## config.mk

```make
export PLATFORM = sky130hd
export DESIGN_NAME = colon_tag_field_scanner
export DESIGN_NICKNAME = d
export VERILOG_FILES = /design/src/rtl/ctfs_pkg.sv /design/src/rtl/colon_tag_field_scanner.sv /design/src/rtl/ctfs_front.sv /design/src/rtl/ctfs_queue.sv /design/src/rtl/ctfs_back.sv
export SDC_FILE = /design/constraint.sdc
export NUM_CORES = 2
export LEC_CHECK = 0
export BUFFER_PORTS_ARGS = -buffer_cell sky130_fd_sc_hd__buf_2
export CORE_MARGIN = 2
export CORE_UTILIZATION = 35
export DETAILED_ROUTE_END_ITERATION = 8
export GPL_TIMING_DRIVEN = 0
export PLACE_DENSITY = 0.59
export SKIP_CTS_REPAIR_TIMING = 1
export SLEW_MARGIN = 20
export SYNTH_ARGS = -nofsm -noshare
export SYNTH_HDL_FRONTEND = slang
export SYNTH_HIERARCHICAL = 1
export SYNTH_SLANG_ARGS = --single-unit
```

## constraint.sdc

```tcl
create_clock -name i_clk -period 14.7 [get_ports i_clk]
set_input_delay 0.735 -clock i_clk [delete_from_list [all_inputs] [get_ports i_clk]]
set_output_delay 0.735 -clock i_clk [all_outputs]
set_load 0.01 [all_outputs]
```

## src/rtl/ctfs_pkg.sv

```systemverilog
// Shared types and constants for the colon tag field scanner.
package ctfs_pkg;

    // Byte codes the scanner cares about
    localparam logic [7:0] CH_TAB   = 8'h09;
    localparam logic [7:0] CH_LF    = 8'h0A;
    localparam logic [7:0] CH_VT    = 8'h0B;
    localparam logic [7:0] CH_FF    = 8'h0C;
    localparam logic [7:0] CH_CR    = 8'h0D;
    localparam logic [7:0] CH_SPACE = 8'h20;
    localparam logic [7:0] CH_COLON = 8'h3A;

    localparam int QUEUE_DEPTH = 4;
    localparam int QUEUE_AW    = 2;

    typedef enum logic [2:0] {
        MODE_HUNT    = 3'b001,
        MODE_STARTED = 3'b010,
        MODE_CONT    = 3'b100
    } t_mode;

    typedef struct packed {
        logic [31:0] tag_offset;
        logic [31:0] tag_length;
        logic [31:0] value_offset;
        logic [31:0] value_length;
        logic        no_fields;
        logic        last_of_record;
    } t_result;

    // Results raised by one byte: at most two
    typedef struct packed {
        logic    has_second;
        t_result first;
        t_result second;
    } t_bundle;

    function automatic logic is_ws(input logic [7:0] c);
        return (c == CH_SPACE) || (c == CH_TAB) || (c == CH_LF) ||
               (c == CH_VT) || (c == CH_FF) || (c == CH_CR);
    endfunction

endpackage

```

## src/rtl/colon_tag_field_scanner.sv

```systemverilog
// Top level of the colon tag field scanner.
// Takes one record byte per cycle when the bundle queue has room (four
// entries); the scanner decides on each byte combinationally, so a byte is
// accepted every cycle as long as results are drained. A field result is
// written to the queue when the byte that closes it transfers, then loaded
// into the output register before it shows on the output. A byte that
// closes two fields (a colon on the final byte) yields two results on
// consecutive output transfers; the output side moves one result per cycle
// while the consumer is ready. tlast on input marks the last byte of a
// record, tlast on output the last result of that record; tuser flags a
// record that held no tag. Offsets count every byte, carriage returns
// included, and saturate at 2^OFFSET_BITS - 1; outputs carry the low 32
// bits.
module colon_tag_field_scanner #(
    parameter int OFFSET_BITS = 32
) (
    input  logic         i_clk,
    input  logic         i_rst_n,
    input  logic         i_cfg_we,
    input  logic         i_cfg_wdata,     // allow_indented_tags
    input  logic         i_s_axis_tvalid,
    output logic         o_s_axis_tready,
    input  logic [7:0]   i_s_axis_tdata,  // data_byte
    input  logic         i_s_axis_tlast,  // end_of_record
    output logic         o_m_axis_tvalid,
    input  logic         i_m_axis_tready,
    // tag_offset, tag_length, value_offset, value_length (32 bits each, low first)
    output logic [127:0] o_m_axis_tdata,
    output logic         o_m_axis_tuser,  // no_fields
    output logic         o_m_axis_tlast   // last_of_record
);
    import ctfs_pkg::*;

    logic    accept;
    logic    push;
    logic    full;
    logic    q_valid;
    logic    q_pop;
    t_bundle bundle;
    t_bundle q_head;
    t_result result;

    assign o_s_axis_tready = !full;
    assign accept          = i_s_axis_tvalid && !full;

    ctfs_front #(
        .OFFSET_BITS (OFFSET_BITS)
    ) u_front (
        .i_clk           (i_clk),
        .i_rst_n         (i_rst_n),
        .i_cfg_we        (i_cfg_we),
        .i_cfg_wdata     (i_cfg_wdata),
        .i_accept        (accept),
        .i_data_byte     (i_s_axis_tdata),
        .i_end_of_record (i_s_axis_tlast),
        .o_push          (push),
        .o_bundle        (bundle)
    );

    ctfs_queue u_queue (
        .i_clk    (i_clk),
        .i_rst_n  (i_rst_n),
        .i_push   (push),
        .i_bundle (bundle),
        .o_full   (full),
        .i_pop    (q_pop),
        .o_valid  (q_valid),
        .o_head   (q_head)
    );

    ctfs_back u_back (
        .i_clk     (i_clk),
        .i_rst_n   (i_rst_n),
        .i_q_valid (q_valid),
        .i_q_head  (q_head),
        .o_q_pop   (q_pop),
        .o_valid   (o_m_axis_tvalid),
        .i_ready   (i_m_axis_tready),
        .o_result  (result)
    );

    assign o_m_axis_tdata = {result.value_length, result.value_offset,
                             result.tag_length, result.tag_offset};
    assign o_m_axis_tuser = result.no_fields;
    assign o_m_axis_tlast = result.last_of_record;

endmodule

```

## src/rtl/ctfs_front.sv

```systemverilog
// Byte scanner: tracks tag and value state and builds result bundles.
module ctfs_front #(
    parameter int OFFSET_BITS = 32
) (
    input  logic             i_clk,
    input  logic             i_rst_n,
    input  logic             i_cfg_we,
    input  logic             i_cfg_wdata,
    input  logic             i_accept,
    input  logic [7:0]       i_data_byte,
    input  logic             i_end_of_record,
    output logic             o_push,
    output ctfs_pkg::t_bundle o_bundle
);
    import ctfs_pkg::*;

    localparam int OB = OFFSET_BITS;
    localparam logic [OB-1:0] OFF_MAX = {OB{1'b1}};

    logic          r_allow;
    t_mode         r_mode,      n_mode;
    logic [OB-1:0] r_pos,       n_pos;
    logic [OB-1:0] r_cand,      n_cand;
    logic          r_open,      n_open;
    logic [OB-1:0] r_tag_start, n_tag_start;
    logic [OB-1:0] r_tag_len,   n_tag_len;
    logic          r_vseen,     n_vseen;
    logic [OB-1:0] r_vfirst,    n_vfirst;
    logic [OB-1:0] r_vlast,     n_vlast;
    logic          r_sseen,     n_sseen;
    logic [OB-1:0] r_slast,     n_slast;

    logic    confirmed;
    logic    ignored;
    logic    ws;
    logic    emit_prev;
    t_result res_prev;
    t_result res_end;

    function automatic logic [31:0] to_out(input logic [OB-1:0] v);
        logic [OB+31:0] wide;
        wide = {32'd0, v};
        return wide[31:0];
    endfunction

    function automatic t_result make_result(
        input logic [OB-1:0] tag_start,
        input logic [OB-1:0] tag_len,
        input logic          seen,
        input logic [OB-1:0] first,
        input logic [OB-1:0] last,
        input logic [OB-1:0] field_end
    );
        t_result       r;
        logic [OB-1:0] d;
        logic [OB-1:0] vlen;
        d = last - first;
        vlen = (d == OFF_MAX) ? d : d + 1'b1;
        r.tag_offset     = to_out(tag_start);
        r.tag_length     = to_out(tag_len);
        r.value_offset   = seen ? to_out(first) : to_out(field_end);
        r.value_length   = seen ? to_out(vlen) : 32'd0;
        r.no_fields      = 1'b0;
        r.last_of_record = 1'b0;
        return r;
    endfunction

    assign ignored = (i_data_byte == CH_CR) || (i_data_byte == CH_VT);
    assign ws      = is_ws(i_data_byte);

    always_comb begin
        n_mode      = r_mode;
        n_pos       = r_pos;
        n_cand      = r_cand;
        n_open      = r_open;
        n_tag_start = r_tag_start;
        n_tag_len   = r_tag_len;
        n_vseen     = r_vseen;
        n_vfirst    = r_vfirst;
        n_vlast     = r_vlast;
        n_sseen     = r_sseen;
        n_slast     = r_slast;
        confirmed   = 1'b0;
        res_end     = '0;

        if (!ignored) begin
            unique case (r_mode)
                MODE_HUNT: begin
                    if (!ws) begin
                        n_sseen = r_vseen;
                        n_slast = r_vlast;
                        n_cand  = r_pos;
                        n_mode  = MODE_STARTED;
                    end else if (!r_allow) begin
                        n_mode = MODE_CONT;
                    end
                end
                MODE_STARTED: begin
                    if (i_data_byte == CH_SPACE || i_data_byte == CH_TAB) begin
                        n_mode = MODE_CONT;
                    end else if (i_data_byte == CH_COLON) begin
                        confirmed = 1'b1;
                        n_mode    = MODE_CONT;
                    end else if (i_data_byte == CH_LF) begin
                        n_mode = MODE_HUNT;
                    end
                end
                default: begin
                    if (i_data_byte == CH_LF) begin
                        n_mode = MODE_HUNT;
                    end
                end
            endcase
        end

        // previous field closes at the candidate start; its value trims to the snapshot
        res_prev = make_result(r_tag_start, r_tag_len, r_sseen, r_vfirst, r_slast, r_cand);

        if (confirmed) begin
            n_open      = 1'b1;
            n_tag_start = r_cand;
            n_tag_len   = r_pos - r_cand;
            n_vseen     = 1'b0;
            n_vfirst    = '0;
            n_vlast     = '0;
        end else if (r_open && !ws) begin
            if (!r_vseen) begin
                n_vseen  = 1'b1;
                n_vfirst = r_pos;
            end
            n_vlast = r_pos;
        end

        n_pos = (r_pos == OFF_MAX) ? r_pos : r_pos + 1'b1;

        if (n_open) begin
            res_end = make_result(n_tag_start, n_tag_len, n_vseen, n_vfirst, n_vlast, n_pos);
        end else begin
            res_end.no_fields = 1'b1;
        end
        res_end.last_of_record = 1'b1;

        if (i_end_of_record) begin
            n_mode      = MODE_HUNT;
            n_pos       = '0;
            n_cand      = '0;
            n_open      = 1'b0;
            n_tag_start = '0;
            n_tag_len   = '0;
            n_vseen     = 1'b0;
            n_vfirst    = '0;
            n_vlast     = '0;
            n_sseen     = 1'b0;
            n_slast     = '0;
        end
    end

    assign emit_prev = confirmed && r_open;
    assign o_push    = i_accept && (emit_prev || i_end_of_record);

    always_comb begin
        o_bundle.has_second = emit_prev && i_end_of_record;
        o_bundle.first      = emit_prev ? res_prev : res_end;
        o_bundle.second     = res_end;
    end

    always_ff @(posedge i_clk) begin
        if (!i_rst_n) begin
            r_allow <= 1'b1;
        end else if (i_cfg_we) begin
            r_allow <= i_cfg_wdata;
        end
    end

    always_ff @(posedge i_clk) begin
        if (!i_rst_n) begin
            r_mode      <= MODE_HUNT;
            r_pos       <= '0;
            r_cand      <= '0;
            r_open      <= 1'b0;
            r_tag_start <= '0;
            r_tag_len   <= '0;
            r_vseen     <= 1'b0;
            r_vfirst    <= '0;
            r_vlast     <= '0;
            r_sseen     <= 1'b0;
            r_slast     <= '0;
        end else if (i_accept) begin
            r_mode      <= n_mode;
            r_pos       <= n_pos;
            r_cand      <= n_cand;
            r_open      <= n_open;
            r_tag_start <= n_tag_start;
            r_tag_len   <= n_tag_len;
            r_vseen     <= n_vseen;
            r_vfirst    <= n_vfirst;
            r_vlast     <= n_vlast;
            r_sseen     <= n_sseen;
            r_slast     <= n_slast;
        end
    end

endmodule

```

## src/rtl/ctfs_queue.sv

```systemverilog
// Small bundle queue between the scanner and the output stage.
module ctfs_queue (
    input  logic              i_clk,
    input  logic              i_rst_n,
    input  logic              i_push,
    input  ctfs_pkg::t_bundle i_bundle,
    output logic              o_full,
    input  logic              i_pop,
    output logic              o_valid,
    output ctfs_pkg::t_bundle o_head
);
    import ctfs_pkg::*;

    t_bundle             r_slot [QUEUE_DEPTH];
    logic [QUEUE_AW-1:0] r_wr_ptr;
    logic [QUEUE_AW-1:0] r_rd_ptr;
    logic [QUEUE_AW:0]   r_count;
    logic                do_push;
    logic                do_pop;

    assign o_full  = (r_count == (QUEUE_AW+1)'(QUEUE_DEPTH));
    assign o_valid = (r_count != '0);
    assign o_head  = r_slot[r_rd_ptr];
    assign do_push = i_push && !o_full;
    assign do_pop  = i_pop && o_valid;

    always_ff @(posedge i_clk) begin
        if (do_push) begin
            r_slot[r_wr_ptr] <= i_bundle;
        end
    end

    always_ff @(posedge i_clk) begin
        if (!i_rst_n) begin
            r_wr_ptr <= '0;
            r_rd_ptr <= '0;
            r_count  <= '0;
        end else begin
            if (do_push) begin
                r_wr_ptr <= r_wr_ptr + 1'b1;
            end
            if (do_pop) begin
                r_rd_ptr <= r_rd_ptr + 1'b1;
            end
            case ({do_push, do_pop})
                2'b10:   r_count <= r_count + 1'b1;
                2'b01:   r_count <= r_count - 1'b1;
                default: r_count <= r_count;
            endcase
        end
    end

endmodule

```

## src/rtl/ctfs_back.sv

```systemverilog
// Output stage: splits bundles into single results behind an output register.
module ctfs_back (
    input  logic              i_clk,
    input  logic              i_rst_n,
    input  logic              i_q_valid,
    input  ctfs_pkg::t_bundle i_q_head,
    output logic              o_q_pop,
    output logic              o_valid,
    input  logic              i_ready,
    output ctfs_pkg::t_result o_result
);
    import ctfs_pkg::*;

    logic    r_out_valid, n_out_valid;
    t_result r_out,       n_out;
    logic    r_pend_valid, n_pend_valid;
    t_result r_pend,      n_pend;
    logic    load;

    assign load = !r_out_valid || i_ready;

    always_comb begin
        n_out_valid  = r_out_valid;
        n_out        = r_out;
        n_pend_valid = r_pend_valid;
        n_pend       = r_pend;
        o_q_pop      = 1'b0;
        if (load) begin
            if (r_pend_valid) begin
                n_out        = r_pend;
                n_out_valid  = 1'b1;
                n_pend_valid = 1'b0;
            end else if (i_q_valid) begin
                n_out        = i_q_head.first;
                n_out_valid  = 1'b1;
                n_pend       = i_q_head.second;
                n_pend_valid = i_q_head.has_second;
                o_q_pop      = 1'b1;
            end else begin
                n_out_valid = 1'b0;
            end
        end
    end

    always_ff @(posedge i_clk) begin
        r_out  <= n_out;
        r_pend <= n_pend;
    end

    always_ff @(posedge i_clk) begin
        if (!i_rst_n) begin
            r_out_valid  <= 1'b0;
            r_pend_valid <= 1'b0;
        end else begin
            r_out_valid  <= n_out_valid;
            r_pend_valid <= n_pend_valid;
        end
    end

    assign o_valid  = r_out_valid;
    assign o_result = r_out;

endmodule
```

==> results.ini <==
[grt]
antenna_found_initial = 12
grt_overflow = 0
grt_pass1_vias = 41960
grt_max_degree = 44
grt_usage_pct = 20.09
grt_pass1_wl_um = 293400

[synthesis]
synth_flop_cell = edfxtp_1
synth.distinct_cells = 93
syn_inst = 4776
synth.area.top_cells = edfxtp_1 57%, mux4_2 8.6%, dfxtp_1 7.0%
syn_avg_cell_area_um2 = 14.39
syn_nets = 4896
yosys.area.top_type = edfxtp_1
synthArstFlopShare_pct = 0
synth_seq_cells = 1546
netlist_area_mm2 = 0.06872
synth_edf_count = 1304
seq_area_frac_synth_pct = 64.03
synth.top_cell.area_share_pct = 56.98
ys_warn_count = 6

[cells_and_area]
finish.utilization_pct = 40.61
layout_commonest_cell = edfxtp_1
drive_above_1_share_pct = 18.29
finalNetCount = 5257
fillers = 18000
fin_area_mm2 = 0.07919
area_growth_pct = 15.24
final_cell_mix = 1304 x edfxtp_1, 390 x nand2_1, 261 x mux4_2

[worst_setup_path]
cp.required_ns = 15.35
start_kind = input pin
crit_arrival_ns = 11.11
path_class = input pin to flip-flop
crit_path_end_kind = flip-flop
crit_fanout = 10

[routing]
route.detailed.wl_per_inst_um = 25.62
via_per_inst = 5.418
drt_iter0_drc = 4687
drtPass1Iterations = 6
wirelength_um = 202500
vias = 42830
drc = 0
ant_nets = 0

[sta]
fin_tns_setup_ns = 0
setup_ws_ns = 4.237
period_share_pct = 71.18
finalHoldViolations = 0
rsz0062_at_grt = false
maxSlewViolCount = 0
fin_crit_ns = 10.46
relSlewSlack_pct = 14.84
fin_worst_skew_ns = 0.06287
worst_pin_slew_ns = 1.277
clock.fmax_mhz = 95.58
finalSetupViolations = 0

[floorplan]
die_x_um = 447.1
core_area_mm2 = 0.1950
fp.dieH_um = 447.1
num_rows = 162
die-area_mm2 = 0.1999
initial_core_util_pct = 35.24
ios = 147

[clocking]
htree_levels = 4
insertion_delay_ns = 0.84
cts_sinks = 1546
clk_pin_slew_worst_paths_ns = 0.06
cts_root_buf = clkbuf_16
cts_buffer_depth = 3
tritoncts = done
numCtsBuffers = 161

[power_and_ir_drop]
combPwrFrac_pct = 13.3
clockPowerShare_pct = 37.9
finalPower_mw = 10.94
p_switching_mw = 2.706
ir_drop_mv = 0.1068
p_leak_nw = 25.99
p_per_area_mw_per_mm2 = 138.1
p_int_mw = 8.233
pwr-share-seq_pct = 48.8
power.share.switching_pct = 24.74

[job]
drv_cap = 0

[place]
placed_cell_area_mm2 = 0.07372
place.gp.congestion = 0.9715
dp_slack_ns = 3.661
dp_hpwl_um = 146200
io_buffers = 145

[outcome]
status = complete, no violations

[worst_hold_path]
hp-class = input pin to flip-flop

## cells by family after synthesis
| kind of cell | synth area share, % |
|---|---|
| muxes | 12.25 |
| other | 0.005457 |
| AOI/OAI and AO/OA | 8.609 |
| DFF | 64.03 |
| adders and majority gates | 1.956 |
| xor gates and xnor gates | 1.912 |
| and+or+nand+nor | 8.468 |
| buffers and inverters | 2.771 |
## power groups by stage
stage	Clock, mW	Combinational [mW]	Sequential [mW]
after floorplan	0	0.773	5.61
after global placement	0	1.30	5.61
after detailed placement	0	1.50	5.43
after CTS	4.24	1.51	5.34
after global routing	4.41	1.57	5.37
final	4.15	1.46	5.33
## path summary, 6_finish.rpt
kind	start	endpoint	slack, ns	cells after the start
max	i_s_axis_tdata[5]	u_queue/r_slot[0][160]	4.24	24
min	i_cfg_wdata	u_front/r_allow	0.14	3
max reg2reg	u_front/r_mode[1]	u_queue/r_slot[0][160]	4.54	23
min reg2reg	u_front/r_slast[11]	u_front/r_slast[11]	0.47	2
## synthesized netlist by cell type (43+ instances only)
library cell / n
a21boi_0: 80
a21o_1: 43
a21oi_1: 156
a22oi_1: 97
and2_1: 52
buf_2: 43
clkbuf_1: 206
dfxtp_1: 242
edfxtp_1: 1304
ha_1: 101
inv_1: 122
mux2_2: 92
mux2_4: 46
mux2i_1: 81
mux4_2: 261
nand2_1: 390
nand4_1: 85
nor2_1: 224
nor2b_1: 141
nor3_1: 63
o21ai_0: 242
o22ai_1: 47
xnor2_1: 90
xor2_1: 60
## worst max-delay path: stages
cell and delay [ns]:
buf_2 0.15, nor4bb_1 0.86, and3_1 0.27, clkbuf_1 0.35, clkbuf_1 0.58, clkbuf_1 0.65
buf_1 0.81, buf_1 0.85, a21oi_1 0.10, ha_1 0.28, fa_1 0.47, and2b_1 0.27
o2111ai_2 0.13, nand3b_1 0.13, xor2_1 0.30, or4b_1 0.55, or3_1 0.43, nor4_1 0.80
nand2_1 0.21, nor4_4 0.50, buf_2 0.38, nor2_1 0.07, a211oi_1 0.93, a21o_1 0.27
## final cells by class
type	count	area [um2]	area share (%)
plain buffers	307	1446	1.826
flip-flops and latches	1546	44000	55.56
multi-input cells	2800	22850	28.85
diodes	5	12.51	0.01580
inverters	123	461.7	0.5830
repair buffers	198	1685	2.128
clock inverters	100	1145	1.446
clock buffers	202	4307	5.438
well taps	2624	3283	4.146
## sequential cells by signal, summed over array words and instances (netlist names), 3 cells and up, named ones only
register,cells
u_back/r_pend,130
u_front/r_cand,32
u_queue/r_count,3
u_front/r_vfirst,32
u_front/r_slast,32
u_front/r_tag_len,32
u_front/r_vlast,32
u_queue/r_slot,1044
u_front/r_mode,3
u_back/o_result,130
u_front/r_pos,32
u_front/r_tag_start,32
## through the flow
stage,instances,hold WS [ns]
global placement,7545,0.4617
detailed placement,7598,0.4621
finish,7905,0.1425
CTS,7900,0.08214
floorplan,4776,0.4410
global route,7903,0.1512
## routing by layer
| metal | wire (um) | track usage, % | vias to the layer above |
|---|---|---|---|
| li1 | - | - | 19120 |
| met1 | 87510 | 27.52 | 21900 |
| met2 | 94120 | 31.92 | 1490 |
| met5 | 11 | 0 | - |
| met3 | 13140 | 3.414 | 321 |
| met4 | 7755 | 7.588 | 2 |
Power figures use the tool's default switching activity.
